### config.mk
export PLATFORM = sky130hd
export DESIGN_NAME = telemetry_frame_validator_unit
export DESIGN_NICKNAME = d
export VERILOG_FILES = /design/src/design/tfv_pkg.sv /design/src/design/tfv_frame_capture.sv /design/src/design/tfv_frame_check.sv /design/src/design/telemetry_frame_validator_unit.sv
export SDC_FILE = /design/constraint.sdc
export NUM_CORES = 1
export LEC_CHECK = 0
export BUFFER_PORTS_ARGS = -buffer_cell sky130_fd_sc_hd__buf_2
export CORE_UTILIZATION = 60
export CTS_CLUSTER_DIAMETER = 80
export DETAILED_ROUTE_END_ITERATION = 10
export PLACE_DENSITY = 0.88
export RECOVER_POWER = 100
export SLEW_MARGIN = 20
export SYNTH_ARGS = -nofsm -noshare
export SYNTH_HDL_FRONTEND = slang
export SYNTH_HIERARCHICAL = 1
export SYNTH_SLANG_ARGS = --single-unit
### constraint.sdc
create_clock -name clk -period 12.1 [get_ports clk]
set_input_delay 0.605 -clock clk [delete_from_list [all_inputs] [get_ports clk]]
set_output_delay 0.605 -clock clk [all_outputs]
set_load 0.05 [all_outputs]
### src/design/tfv_pkg.sv
`default_nettype none

package tfv_pkg;

  // Frame layout: bytes 0..12 are held, byte 13 closes the frame.
  localparam int unsigned LAST_POS = 13;

  typedef logic [3:0] pos_t;
  typedef logic [7:0] byte_t;
  typedef byte_t [LAST_POS-1:0] frame_t;

  localparam byte_t SYNC_BYTE = 8'hFF;
  localparam byte_t END_BYTE  = 8'hFE;

  // Frame byte positions.
  localparam int unsigned POS_SYNC0 = 0;
  localparam int unsigned POS_SYNC1 = 1;
  localparam int unsigned POS_SRC   = 2;
  localparam int unsigned POS_DEST  = 5;
  localparam int unsigned POS_KIND  = 8;
  localparam int unsigned POS_P0    = 9;
  localparam int unsigned POS_P1    = 10;
  localparam int unsigned POS_P2    = 11;
  localparam int unsigned POS_P3    = 12;

  typedef enum logic [1:0] {
    STATUS_OK          = 2'd0,
    STATUS_BAD_DELIM   = 2'd1,
    STATUS_BAD_TYPE    = 2'd2,
    STATUS_BAD_PAYLOAD = 2'd3
  } status_t;

  typedef logic [2:0] kind_t;

  localparam kind_t KIND_NONE  = 3'd0;
  localparam kind_t KIND_ONOFF = 3'd1;
  localparam kind_t KIND_DIMM  = 3'd2;
  localparam kind_t KIND_TIME  = 3'd3;
  localparam kind_t KIND_DATE  = 3'd4;
  localparam kind_t KIND_TEMP  = 3'd5;
  localparam kind_t KIND_VALUE = 3'd6;

  localparam byte_t DIMM_LOW_A  = 8'h08;
  localparam byte_t DIMM_LOW_B  = 8'h09;
  localparam byte_t HOUR_MAX    = 8'd23;
  localparam byte_t MINUTE_MAX  = 8'd59;
  localparam byte_t DAY_MAX     = 8'd31;
  localparam byte_t MONTH_MAX   = 8'd12;

  typedef struct packed {
    status_t      status;
    logic [23:0]  src_addr;
    logic [23:0]  dest_addr;
    kind_t        frame_kind;
    byte_t        payload_a;
    byte_t        payload_b;
    byte_t        payload_c;
  } result_t;

endpackage

`default_nettype wire

### src/design/tfv_frame_capture.sv
`default_nettype none

// Tracks the frame position and holds the first thirteen bytes of a frame.
module tfv_frame_capture (
  input  wire logic          clk,
  input  wire logic          rst,
  input  wire logic          advance,
  input  wire tfv_pkg::byte_t data_byte,
  input  wire logic          restart,
  output tfv_pkg::frame_t    frame,
  output logic               at_end
);

  tfv_pkg::pos_t position;
  tfv_pkg::pos_t position_next;
  tfv_pkg::pos_t pos_eff;

  always_comb begin
    pos_eff = restart ? '0 : position;
    if (pos_eff > tfv_pkg::pos_t'(tfv_pkg::LAST_POS)) begin
      pos_eff = '0;
    end
    at_end = (pos_eff == tfv_pkg::pos_t'(tfv_pkg::LAST_POS));
    position_next = at_end ? '0 : pos_eff + 4'd1;
  end

  always_ff @(posedge clk) begin
    if (rst) begin
      position <= '0;
    end else if (advance) begin
      position <= position_next;
    end
  end

  always_ff @(posedge clk) begin
    if (advance && !at_end) begin
      frame[pos_eff] <= data_byte;
    end
  end

endmodule

`default_nettype wire

### src/design/tfv_frame_check.sv
`default_nettype none

// Checks a complete frame and forms the result fields.
module tfv_frame_check (
  input  wire tfv_pkg::frame_t frame,
  input  wire tfv_pkg::byte_t  end_byte,
  output tfv_pkg::result_t     result
);

  tfv_pkg::byte_t p0, p1, p2, p3, kind_byte;
  logic delim_ok;
  logic kind_ok;
  logic payload_ok;
  logic tail3_zero;

  always_comb begin
    p0        = frame[tfv_pkg::POS_P0];
    p1        = frame[tfv_pkg::POS_P1];
    p2        = frame[tfv_pkg::POS_P2];
    p3        = frame[tfv_pkg::POS_P3];
    kind_byte = frame[tfv_pkg::POS_KIND];

    delim_ok = (frame[tfv_pkg::POS_SYNC0] == tfv_pkg::SYNC_BYTE) &&
               (frame[tfv_pkg::POS_SYNC1] == tfv_pkg::SYNC_BYTE) &&
               (end_byte == tfv_pkg::END_BYTE);
    kind_ok  = (kind_byte >= 8'(tfv_pkg::KIND_ONOFF)) &&
               (kind_byte <= 8'(tfv_pkg::KIND_VALUE));
    tail3_zero = (p1 == 8'd0) && (p2 == 8'd0) && (p3 == 8'd0);

    case (kind_byte[2:0])
      tfv_pkg::KIND_ONOFF: payload_ok = (p0 <= 8'd1) && tail3_zero;
      tfv_pkg::KIND_DIMM:  payload_ok = ((p0 <= 8'd1) || (p0 == tfv_pkg::DIMM_LOW_A) ||
                                         (p0 == tfv_pkg::DIMM_LOW_B)) && tail3_zero;
      tfv_pkg::KIND_TIME:  payload_ok = (p0 <= tfv_pkg::HOUR_MAX) &&
                                        (p1 <= tfv_pkg::MINUTE_MAX) &&
                                        (p2 <= tfv_pkg::MINUTE_MAX) && (p3 == 8'd0);
      tfv_pkg::KIND_DATE:  payload_ok = (p0 >= 8'd1) && (p0 <= tfv_pkg::DAY_MAX) &&
                                        (p1 >= 8'd1) && (p1 <= tfv_pkg::MONTH_MAX) &&
                                        (p3 == 8'd0);
      tfv_pkg::KIND_TEMP:  payload_ok = (p2 <= 8'd1) && (p3 == 8'd0);
      tfv_pkg::KIND_VALUE: payload_ok = tail3_zero;
      default:             payload_ok = 1'b0;
    endcase

    result = '0;
    if (!delim_ok) begin
      result.status = tfv_pkg::STATUS_BAD_DELIM;
    end else if (!kind_ok) begin
      result.status = tfv_pkg::STATUS_BAD_TYPE;
    end else if (!payload_ok) begin
      result.status = tfv_pkg::STATUS_BAD_PAYLOAD;
    end else begin
      result.status     = tfv_pkg::STATUS_OK;
      result.src_addr   = {frame[tfv_pkg::POS_SRC+2], frame[tfv_pkg::POS_SRC+1],
                           frame[tfv_pkg::POS_SRC]};
      result.dest_addr  = {frame[tfv_pkg::POS_DEST+2], frame[tfv_pkg::POS_DEST+1],
                           frame[tfv_pkg::POS_DEST]};
      result.frame_kind = kind_byte[2:0];
      result.payload_a  = p0;
      result.payload_b  = p1;
      result.payload_c  = p2;
    end
  end

endmodule

`default_nettype wire

### src/design/telemetry_frame_validator_unit.sv
`default_nettype none

// Channel   Handshake            Payload
// input     in_valid / in_ready  data_byte, restart
// result    out_valid/ out_ready status, src_addr, dest_addr, frame_kind, payload_a/b/c
//
// One byte is accepted per cycle unless a closing byte is stalled. A byte passes
// through an input register, from which the position counter and the frame check
// act on it. A closing byte produces a result in the output register.
// Reset clears the position counter and both valid flags; held frame bytes are
// not cleared. A stalled result only holds back a closing byte in the input
// register; other bytes keep flowing while the result waits.
module telemetry_frame_validator_unit (
  input  wire logic        clk,
  input  wire logic        rst,
  input  wire logic        in_valid,
  output logic             in_ready,
  input  wire logic [7:0]  data_byte,
  input  wire logic        restart,
  output logic             out_valid,
  input  wire logic        out_ready,
  output logic [1:0]       status,
  output logic [23:0]      src_addr,
  output logic [23:0]      dest_addr,
  output logic [2:0]       frame_kind,
  output logic [7:0]       payload_a,
  output logic [7:0]       payload_b,
  output logic [7:0]       payload_c
);

  // Input register: one transaction waiting to be applied to the frame state.
  logic           in_reg_valid;
  tfv_pkg::byte_t in_reg_byte;
  logic           in_reg_restart;

  tfv_pkg::frame_t  frame;
  logic             at_end;
  tfv_pkg::result_t check_result;
  tfv_pkg::result_t result;

  logic out_free;
  logic step;

  // The output register can take a new result when empty or being drained.
  assign out_free = !out_valid || out_ready;
  // A byte that does not close a frame never needs the output register.
  assign step     = in_reg_valid && (!at_end || out_free);
  assign in_ready = !in_reg_valid || step;

  always_ff @(posedge clk) begin
    if (rst) begin
      in_reg_valid <= 1'b0;
    end else if (in_ready) begin
      in_reg_valid <= in_valid;
    end
  end

  always_ff @(posedge clk) begin
    if (in_valid && in_ready) begin
      in_reg_byte    <= data_byte;
      in_reg_restart <= restart;
    end
  end

  tfv_frame_capture u_capture (
    .clk       (clk),
    .rst       (rst),
    .advance   (step),
    .data_byte (in_reg_byte),
    .restart   (in_reg_restart),
    .frame     (frame),
    .at_end    (at_end)
  );

  // The closing byte is checked straight from the input register.
  tfv_frame_check u_check (
    .frame    (frame),
    .end_byte (in_reg_byte),
    .result   (check_result)
  );

  always_ff @(posedge clk) begin
    if (rst) begin
      out_valid <= 1'b0;
    end else if (step && at_end) begin
      out_valid <= 1'b1;
    end else if (out_ready) begin
      out_valid <= 1'b0;
    end
  end

  always_ff @(posedge clk) begin
    if (step && at_end) begin
      result <= check_result;
    end
  end

  assign status     = result.status;
  assign src_addr   = result.src_addr;
  assign dest_addr  = result.dest_addr;
  assign frame_kind = result.frame_kind;
  assign payload_a  = result.payload_a;
  assign payload_b  = result.payload_b;
  assign payload_c  = result.payload_c;

endmodule

`default_nettype wire

==> flow_summary_export.csv, run 1 <==
group,metric,value,unit
outcome,status,"finished with violations",
outcome,failed_checks,"max-capacitance violations, max-slew violations",
floorplanning,core_area,0.01201,mm^2
placed_design,dp_cells,615,
worst_hold_path,min_path_type,"input port to register",
floorplanning,rows,40,
worst_hold_path,hold_end,"in_reg_byte[6]",
global_routing,grt_pass1_vias,3787,
sta,tightest_slew,4020,ps
sta,hold_slack,348.3,ps
cells_and_area,area_growth,10.52,%
pwr,ir_drop,0.00008660,V
critical_path,cp_max_fo,77,
cells_and_area,fin_util,68.09,%
synthesis,synth-simple-area-share,17.02,%
clocking,clk_transition_reported_paths,70,ps
floorplanning,ioPinCount,92,
placed_design,portBuffers,91,
global_routing,grt_use_met1,29.27,%
sta,fmax,206.0,MHz
critical_path,crit_path_start_kind,"register",
critical_path,critPathCaptureType,"register",
floorplanning,fp.dieH,113.1,um
synthesis,syn_area_per_cell,18.60,um^2
worst_hold_path,min-delay-start,"data_byte[6]",
sta,skew,6.239,ps
synthesis,synth-seq-cells,196,
sta,tns,0,ps
critical_path,ff2ff_path_depth,5,
synthesis,yosys_warnings,6,
cells_and_area,n_fill_cell,776,
floorplanning,dieArea,0.01278,mm^2
floorplanning,die_w,113.1,um
clocking,root_buffer,"clkbuf_16",
synthesis,synth_ff_type,"edfxtp_1",
drt,drc,0,
drt,vias,3917,
floorplanning,start_util,61.61,%
global_routing,use_met2,36.52,%
synthesis,synthArstFlopShare,0,%
clocking,cts_tree,"yes",
global_routing,grt_pass1_wl,20.91,mm
critical_path,crit_required,12040,ps
cells_and_area,diodes,0,
clocking,worst_skew_pair.late_latency,430,ps
sta,grt_setup_unrepaired,"no",
synthesis,synth_top_family_by_area,"simple AND/OR/NAND/NOR gates",
global_routing,grt_max_degree,78,
job,maxCapViolations,2,
sta,hold_viol,0,
drt,drt-wirelength-per-cell,21.50,um
sta,finalCritPeriodShare,40.11,%
synthesis,synth_enable_flop_cells,190,
critical_path,crit_type,"register to register",
pwr,power.density,159.8,mW/mm^2
synthesis,synth_cells,398,
clocking,postCtsHoldBufs,0,
clocking,h-tree-depth,4,
critical_path,worstReg2RegStart,"u_capture/position[0]",
drt,drt_iter0_drc,441,
cells_and_area,drive_above_1_share,8.964,%
drt,drtPass1Iterations,6,
synthesis,synthAdderAreaFrac,0,%
worst_hold_path,holdPathStages,1,
sta,setup_violations,0,
synthesis,seq_area_frac_synth,78.72,%
sta,fin_crit,4853,ps
cells_and_area,layoutNonFillerInstCount,649,
global_routing,grt_overflow_total,0,
global_routing,top_usage_layer,"met2",
cells_and_area,fin_nets,502,
clocking,cts.sinks,196,
global_routing,grt_use_met3,6.481,%
pwr,p_leak,2.271,nW
clocking,clockBufferDepth,2,
synthesis,synthMuxAreaShare,0,%
drt,routed_wl,13.95,mm
clocking,cts_setup_buffers,0,
synthesis,synth_xor_area_share,0,%
synthesis,synth_fp_nets,411,
clocking,ctsResizeCount,0,
global_routing,antenna_found_initial,0,
placed_design,place_congestion,0.8261,
synthesis,synthesis.area,0.007401,mm^2
sta,drv_slew,115,
critical_path,r2r-end,"src_addr[12]",
global_routing,grt_usage,22.55,%
sta,slew_headroom,-168.0,%
drt,viasPerCell,6.035,
synthesis,synth_compound_area_share,2.164,%
critical_path,arrival,4790,ps
drt,postRouteAntennaNets,0,
clocking,cts_made_buffers,17,
critical_path,reg2reg_slack,7250,ps
synthesis,yosysUniqueCellTypes,42,
placed_design,hpwl,7.834,mm
## how the worst max path moves through the flow
stage	slack, ps	from	depth (start not counted)	to
2_1_floorplan	7330	u_capture/position[0]	5	dest_addr[0]
3_3_place_gp	8990	u_capture/frame[71]	5	dest_addr[12]
3_5_place_dp	8740	u_capture/frame[71]	5	payload_b[5]
4_1_cts	8650	u_capture/frame[71]	5	payload_b[5]
5_1_grt	6770	u_capture/position[0]	5	payload_b[3]
6_report	7250	u_capture/position[0]	5	src_addr[12]
## cell usage after synthesis, types with 3 or more instances
library cell / number / area share (%)
nor3_1: 11 / 0.74
a21oi_1: 7 / 0.47
buf_2: 7 / 0.47
inv_1: 4 / 0.20
dfxtp_1: 6 / 1.6
nand3_1: 3 / 0.20
nand2_1: 8 / 0.41
and3_1: 3 / 0.25
buf_6: 6 / 0.91
nor4_1: 10 / 0.85
clkbuf_1: 8 / 0.41
nor2_1: 15 / 0.76
edfxtp_1: 190 / 77
nand4_1: 9 / 0.76
nand2b_1: 4 / 0.34
nor3b_1: 25 / 2.5
nor3b_2: 49 / 8.3
## kinds of logic after synthesis
kind of cell,Yosys count
and+or+nand+nor,153
DFF,196
buffers and inverters,26
AOI/OAI and AO/OA,23
## cells in the final DEF (no fill, tap or decap), drive strengths merged, types with 6 or more instances in the layout
| cell type | instances |
|---|---|
| nand2 | 9 |
| nand4 | 9 |
| dfxtp | 6 |
| clkbuf | 99 |
| nor3 | 12 |
| inv | 6 |
| nor2 | 15 |
| clkinv | 9 |
| nor3b | 74 |
| buf | 12 |
| a21oi | 7 |
| nor4 | 10 |
| edfxtp | 190 |
## worst max-delay path: stages, from the launching register on
cell	delay [ps]
dfxtp_1	600
nand2b_1	230
nor3_1	370
nand2_1	180
nor2_4	100
clkbuf_1	2790
## where the power goes
| part | switching, mW | internal, mW | leakage, nW |
|---|---|---|---|
| Combinational | 0.00433 | 0.00308 | 0.390 |
| Sequential | 0.0133 | 0.748 | 1.61 |
| Clock | 0.237 | 0.302 | 0.271 |
| Total | 0.255 | 1.05 | 2.27 |
## state kept, by name, summed over array words and instances (netlist names)
| register | count |
|---|---|
| dest_addr | 24 |
| frame_kind | 3 |
| in_reg_byte | 8 |
| in_reg_restart | 1 |
| in_reg_valid | 1 |
| out_valid | 1 |
| payload_a | 8 |
| payload_b | 8 |
| payload_c | 8 |
| src_addr | 24 |
| status | 2 |
| u_capture/frame | 104 |
| u_capture/position | 4 |
## area by class of cell
| cell class | count | area, um^2 | share of cell area [%] |
|---|---|---|---|
| Tap cell | 147 | 183.9 | 2.249 |
| Multi-Input combinational cell | 176 | 1200 | 14.67 |
| Clock inverter | 15 | 138.9 | 1.698 |
| Clock buffer | 17 | 425.4 | 5.201 |
| Sequential cell | 196 | 5826 | 71.23 |
| Inverter | 4 | 15.01 | 0.1836 |
| Timing Repair Buffer | 94 | 390.4 | 4.773 |
## stage by stage
step                      setup slack, ps  area, um^2  power (mW)
after global routing                 6768        8179       1.339
after floorplan                      7328        7401      0.7728
after detailed placement             8737        7940      0.7832
after CTS                            8650        8504       1.311
after global placement               8986        7935      0.7811
final                                7247        8179       1.307
## per-layer routing
layer | share of wire [%] | up-vias | routed length, um
met5 | 0 | - | 0
met4 | 2.2 | 0 | 306
met3 | 7.1 | 28 | 990
met2 | 50 | 209 | 6973
met1 | 41 | 1925 | 5684
li1 | - | 1755 | -
(Power assumes the default switching activity.)
==> run 2, diff against run 1 <==
--- a/config.mk
+++ b/config.mk
@@ -6,10 +6,10 @@
 export NUM_CORES = 1
 export LEC_CHECK = 0
 export BUFFER_PORTS_ARGS = -buffer_cell sky130_fd_sc_hd__buf_2
-export CORE_UTILIZATION = 60
+export CORE_UTILIZATION = 52
 export CTS_CLUSTER_DIAMETER = 80
 export DETAILED_ROUTE_END_ITERATION = 10
-export PLACE_DENSITY = 0.88
+export PLACE_DENSITY = 0.82
 export RECOVER_POWER = 100
 export SLEW_MARGIN = 20
 export SYNTH_ARGS = -nofsm -noshare
==> constraint.sdc (replaced) <==
create_clock -name clk -period 3.9 [get_ports clk]
set_input_delay 0.195 -clock clk [delete_from_list [all_inputs] [get_ports clk]]
set_output_delay 0.195 -clock clk [all_outputs]
set_load 0.05 [all_outputs]
==> run 2 against run 1 <==
  * The flow now finishes without violations
  * Non-clock buffer count grew 23
  * Die area grew 15%
  * Clock power grew to 2.9 times the previous value
  * Utilization shrank 7.8 points
  * Sequential share of layout area shrank 1.6 points
  * First-iteration DRC count shrank 24%
  * Via count shrank 1.2%
  * Setup slack lost 6600 ps
  * Clock skew grew 2.3 ps
  * Power grew to 3.0 times the previous value
  * Critical path depth grew 1
  * Critical endpoint is now src_addr[15]
  * Largest power group unchanged
  * Highest routed layer unchanged
==> flow_summary_export.csv, run 2 (same netlist as run 1, synthesis figures left out) <==
group,metric,value,unit
drt,met3_length,813,um
critical_path,path_delay_family,"simple AND/OR/NAND/NOR gates",
clocking,h-tree-depth,4,
cells_and_area,regArea,0.005826,mm^2
sta,finalCritPeriodShare,84.25,%
critical_path,arrival,3520,ps
critical_path,path_cells,"or4_1 -> or4b_1 -> a2111o_1 -> o21a_1 -> buf_16 -> nor3b_1",
drt,postRouteAntennaNets,0,
cells_and_area,final_common_cell,"edfxtp_1",
placed_design,portBuffers,91,
floorplanning,core_area,0.01388,mm^2
critical_path,crit_required,4140,ps
drt,drc,0,
critical_path,cp_max_fo,50,
clocking,worst_skew_pair.late_latency,440,ps
job,maxCapViolations,0,
sta,tns,0,ps
cells_and_area,layout_common_cells,"edfxtp_1 (190), clkbuf_1 (89), nor3b_1 (70), clkbuf_16 (17), nor2_1 (14)",
floorplanning,dieArea,0.01471,mm^2
clocking,clockBufferDepth,2,
placed_design,place_congestion,0.8197,
clocking,cts.sinks,196,
floorplanning,die_w,121.3,um
drt,drt_iter0_drc,337,
clocking,cts_made_buffers,17,
sta,setup_violations,0,
cells_and_area,diodes,0,
cells_and_area,fin_nets,525,
global_routing,antenna_found_initial,0,
sta,skew,8.543,ps
pwr,power.density,476.0,mW/mm^2
clocking,root_buffer,"clkbuf_16",
clocking,ctsResizeCount,0,
cells_and_area,largest_reg_flops,104,
sta,fin_crit,3286,ps
drt,wl_met1,5.431,mm
worst_hold_path,min_path_type,"input port to register",
sta,fmax,304.4,MHz
floorplanning,fp.dieH,121.3,um
critical_path,slowest_delay,550,ps
sta,layout_setup_ws,614.3,ps
drt,viasPerCell,5.496,
global_routing,grt_pass1_vias,3666,
cells_and_area,n_fill_cell,1053,
sta,grt_setup_unrepaired,"no",
global_routing,grt_max_degree,76,
critical_path,crit_type,"register to register",
placed_design,hpwl,7.668,mm
drt,drt-wirelength-per-cell,18.23,um
critical_path,critPathCaptureType,"register",
clocking,clk_transition_reported_paths,60,ps
critical_path,worst-path-buf-inv,1,
sta,slew_headroom,29.84,%
outcome,status,"complete, no violations",
critical_path,cp_slowest_cell,"or4_1",
placed_design,post-place-ws,1011,ps
pwr,p_leak,2.354,nW
cells_and_area,largest_register,"u_capture/frame",
sta,hold_viol,0,
floorplanning,start_util,53.32,%
drt,top_layer_used,"met4",
cells_and_area,area_growth,13.00,%
cells_and_area,multiInputGateArea,0.001197,mm^2
global_routing,grt_overflow_total,0,
floorplanning,rows,43,
drt,drtPass1Iterations,4,
floorplanning,ioPinCount,92,
clocking,cts_tree,"yes",
cells_and_area,drive_above_1_share,10.11,%
global_routing,grt_usage,18.26,%
critical_path,crit_path_start_kind,"register",
drt,vias,3869,
sta,drv_slew,0,
global_routing,grt_pass1_wl,19.49,mm
pwr,ir_drop,0.0003063,V
sta,tightest_slew,1044,ps
drt,wl_met2,6.319,mm
drt,routed_wl,12.84,mm
-- run 2: changes by cell type in the layout (fill, tap and decap cells not counted), sizes merged --
cell	before	now
inv	6	7
dlygate4sd3	0	12
clkinvlp	2	0
buf	12	15
clkbuf	99	108
bufinv	2	1
-- run 2: final timing paths --
check | from | end | slack (ps) | depth (start not counted)
max | u_capture/frame[74] | src_addr[15] | 610 | 6
min reg2reg | out_valid | out_valid | 520 | 2
max reg2reg | u_capture/frame[74] | src_addr[15] | 610 | 6
min | out_ready | out_valid | 50 | 3
-- run 2: area by class of cell --
type / count / share of cell area (%)
clock inverters: 13 / 1.287
multi-input cells: 176 / 14.32
inverters: 4 / 0.1795
well taps: 180 / 2.693
clock buffers: 18 / 5.132
repair buffers: 117 / 6.732
flip-flops and latches: 196 / 69.66
-- run 2: per-layer routing --
layer / global-route usage (%) / vias to the layer above
met4: 9.414 / 0
met1: 23.75 / 1889
met2: 28.66 / 157
met5: 0 / -
li1: - / 1796
met3: 4.323 / 27
-- run 2: worst min-delay path: cells and delay by family --
family | cells | cell delay (ps)
AOI/OAI and AO/OA | 1 | 50
buffers and inverters | 1 | 90
and+or+nand+nor | 1 | 90
-- run 2: where the power goes --
part	total [mW]	internal, mW	leakage [nW]	switching (mW)
Combinational	0.0648	0.0197	0.472	0.0451
Clock	1.58	0.872	0.272	0.712
Sequential	2.33	2.32	1.61	0.0122
Total	3.98	3.21	2.35	0.769
-- run 2: metrics by stage --
step	power, mW	cell area, um^2	cells	hold WS (ps)	util [%]
floorplan	2.398	7403	398	264.1	-
global placement	2.434	8066	660	373.6	58.11
detailed placement	2.437	8066	660	373.5	58.11
CTS	4.002	8723	703	37.84	62.84
global route	4.078	8363	704	70.12	60.25
finish	3.980	8363	704	45.97	60.25
-- run 2: what timing repair did --
| item | CTS | global route |
|---|---|---|
| endpoints found under the hold margin | 12 | 0 |
| setup endpoints to repair | 0 | 0 |
| setup buffers | 0 | 0 |
| hold buffers | 12 | 0 |
==> run 3, diff against run 2 <==
--- a/config.mk
+++ b/config.mk
@@ -5,11 +5,12 @@
 export SDC_FILE = /design/constraint.sdc
 export NUM_CORES = 1
 export LEC_CHECK = 0
+export ABC_AREA = 1
 export BUFFER_PORTS_ARGS = -buffer_cell sky130_fd_sc_hd__buf_2
 export CORE_UTILIZATION = 52
 export CTS_CLUSTER_DIAMETER = 80
 export DETAILED_ROUTE_END_ITERATION = 10
-export PLACE_DENSITY = 0.82
+export PLACE_DENSITY = 0.81
 export RECOVER_POWER = 100
 export SLEW_MARGIN = 20
 export SYNTH_ARGS = -nofsm -noshare
==> constraint.sdc (replaced) <==
create_clock -name clk -period 2.7 [get_ports clk]
set_input_delay 0.135 -clock clk [delete_from_list [all_inputs] [get_ports clk]]
set_output_delay 0.135 -clock clk [all_outputs]
set_load 0.05 [all_outputs]
==> run 3 against run 2 <==
  * Non-clock buffer count is 1 higher
  * Die area is 5.0% higher
  * Via count is 18% higher
  * Synthesized cell count is 38% higher
  * Clock power is 78% higher
  * Critical path depth is 2 higher
  * Cell count is 22% higher
  * Global-route usage is 0.59 points higher
  * Sequential power is 44% higher
  * Utilization is 2.1 points higher
==> flow_summary_export.csv, run 3 <==
group,metric,value,unit
outcome,status,"complete, no violations",
cells_and_area,fin_util,62.32,%
clocking,cts_setup_buffers,0,
synthesis,synth_ff_type,"edfxtp_1",
drt,viasPerCell,5.336,
synthesis,synth_top_area_cell,"edfxtp_1",
cells_and_area,multiInputGateArea,0.001637,mm^2
drt,drt-wirelength-per-cell,16.62,um
synthesis,synth_most_common_cell,"edfxtp_1",
critical_path,slowest_delay,850,ps
sta,tightest_slew,1047,ps
drt,drt_iter0_drc,491,
synthesis,ys_top_cells_by_area,"edfxtp_1 (73%), nor2_4 (6.1%), nand3_1 (5.6%)",
synthesis,synthMuxAreaShare,0,%
pwr,power.density,692.8,mW/mm^2
cells_and_area,fin_nets,673,
cells_and_area,largest_reg_flops,104,
cells_and_area,fin_area,0.009091,mm^2
sta,drv_slew,0,
synthesis,synth_commonest_cells,"edfxtp_1 (190), nand3_1 (87), nor2_1 (74)",
synthesis,synth_enable_flop_cells,190,
critical_path,crit_required,2740,ps
floorplanning,ioPinCount,92,
floorplanning,dieArea,0.01545,mm^2
cells_and_area,layoutNonFillerInstCount,856,
clocking,clockBufferDepth,2,
global_routing,grt_pass1_vias,4300,
critical_path,cp_slowest_cell,"nor3_1",
synthesis,synth_compound_area_share,0.9974,%
worst_hold_path,min_path_type,"input port to register",
clocking,worst_skew_pair.late_latency,430,ps
sta,setup_violations,0,
placed_design,post-place-ws,207.1,ps
drt,drtPass1Iterations,8,
floorplanning,rows,44,
critical_path,arrival,2550,ps
drt,vias,4568,
global_routing,grt_max_degree,78,
critical_path,ff2ff_path_depth,8,
synthesis,synthArstFlopShare,0,%
sta,finalCritPeriodShare,92.89,%
sta,hold_slack,106.1,ps
global_routing,antenna_found_initial,0,
sta,fmax,398.7,MHz
cells_and_area,layout_common_cells,"edfxtp_1 (190), clkbuf_1 (94), nand3_1 (87), nor2_1 (73), nand2_1 (46)",
floorplanning,start_util,53.31,%
synthesis,synth-seq-cells,196,
critical_path,cp_max_fo,8,
clocking,cts_made_buffers,17,
clocking,cts_tree,"yes",
synthesis,synth_fp_nets,561,
pwr,ir_drop,0.0004324,V
global_routing,grt_usage,18.84,%
critical_path,crit_path_start_kind,"register",
cells_and_area,regArea,0.005826,mm^2
placed_design,dp_cells,814,
synthesis,syn_area_per_cell,14.19,um^2
sta,fin_crit,2508,ps
placed_design,portBuffers,91,
clocking,clk_transition_reported_paths,60,ps
synthesis,synth_xor_area_share,0,%
pwr,total_power,6.299,mW
cells_and_area,diodes,0,
worst_hold_path,holdPathStages,6,
synthesis,synth_cells,548,
floorplanning,die_w,124.3,um
sta,slew_headroom,30.20,%
cells_and_area,area_growth,16.89,%
floorplanning,fp.dieH,124.3,um
sta,tns,0,ps
pwr,p_leak,2.936,nW
cells_and_area,final_common_cell,"edfxtp_1",
drt,routed_wl,14.23,mm
clocking,cts.sinks,196,
placed_design,hpwl,8.788,mm
clocking,root_buffer,"clkbuf_16",
critical_path,crit_path_frequent_cell,"inv_1",
critical_path,path_cells,"inv_2 -> nand3_2 -> nor2_2 -> inv_1 -> o21ai_0 -> inv_1 -> inv_1 -> nor3_1",
synthesis,synthAdderAreaFrac,0,%
sta,layout_setup_ws,192.0,ps
sta,grt_setup_unrepaired,"no",
synthesis,yosysUniqueCellTypes,29,
sta,hold_viol,0,
critical_path,crit_type,"register to register",
floorplanning,core_area,0.01459,mm^2
synthesis,yosys_warnings,6,
placed_design,place_congestion,0.9150,
synthesis,synth_top_family_by_area,"simple AND/OR/NAND/NOR gates",
cells_and_area,n_fill_cell,1048,
drt,drc,0,
cells_and_area,largest_register,"u_capture/frame",
synthesis,seq_area_frac_synth,74.90,%
drt,postRouteAntennaNets,0,
synthesis,synth-simple-area-share,19.93,%
placed_design,placed_area,0.008479,mm^2
critical_path,critPathCaptureType,"register",
sta,skew,10.61,ps
global_routing,grt_pass1_wl,22.14,mm
job,maxCapViolations,0,
clocking,h-tree-depth,4,
global_routing,grt_overflow_total,0,
synthesis,synth_top_area_share,73.36,%
cells_and_area,drive_above_1_share,14.73,%
synthesis,synthesis.area,0.007777,mm^2
==> run 3: cell types whose count changed after synthesis, sizes merged, moves of 3 or more <==
cell / change
and3: -3
inv: +34
nand2: +39
nand2b: -4
nand3: +88
nand4: +3
nand4b: -3
nor2: +102
nor3: -8
nor3b: -74
nor4: -8
o21ai: +3
==> run 3: kinds of logic (layout without fill, tap and decap cells) <==
kind of cell,Yosys count,after routing
simple gates,276,276
flops,196,196
buf+inv,63,187
compound gates,13,13
==> run 3: worst max-delay path: cells and delay by family, from the launching register on <==
kind,cells,cell delay [ps]
AO/OA/AOI/OAI,1,80
buffers and inverters,4,490
flip-flops,1,480
AND/OR/NAND/NOR,3,1060
==> run 3: final cells by class <==
cell class	count	share of cell area, %
clock buffers	21	4.844
clock inverters	10	2.519
inverters	38	1.610
multi-input cells	289	18.00
flip-flops and latches	196	64.08
well taps	184	2.532
repair buffers	118	6.413
==> run 3: per-layer routing <==
layer,up-vias,part of all wire (%),wire length (um),global-route usage (%)
li1,2160,-,-,-
met1,2146,40,5659,24.05
met2,227,51,7258,31.20
met3,35,7.1,1006,3.780
met4,0,2.1,303,8.575
met5,-,0,0,0
==> run 3: worst paths after layout <==
| kind | from | end | slack [ps] |
|---|---|---|---|
| max | in_reg_restart | u_capture/frame[100] | 190 |
| min | out_ready | out_valid | 110 |
| max reg2reg | in_reg_restart | u_capture/frame[100] | 190 |
| min reg2reg | u_capture/position[2] | u_capture/position[2] | 510 |
==> run 3: power by group <==
part           leakage (nW)  internal [mW]  switching (mW)
combinational         0.661         0.0285          0.0837
sequential             1.96           3.35          0.0108
clock                 0.315           1.82            1.00
total                  2.94           5.20            1.10
==> run 3: what timing repair did <==
| item | in CTS | in global routing |
|---|---|---|
| gates resized for setup | 0 | 0 |
| hold buffers | 11 | 0 |
| hold endpoints to repair | 12 | 0 |
| endpoints found under the setup margin | 0 | 0 |
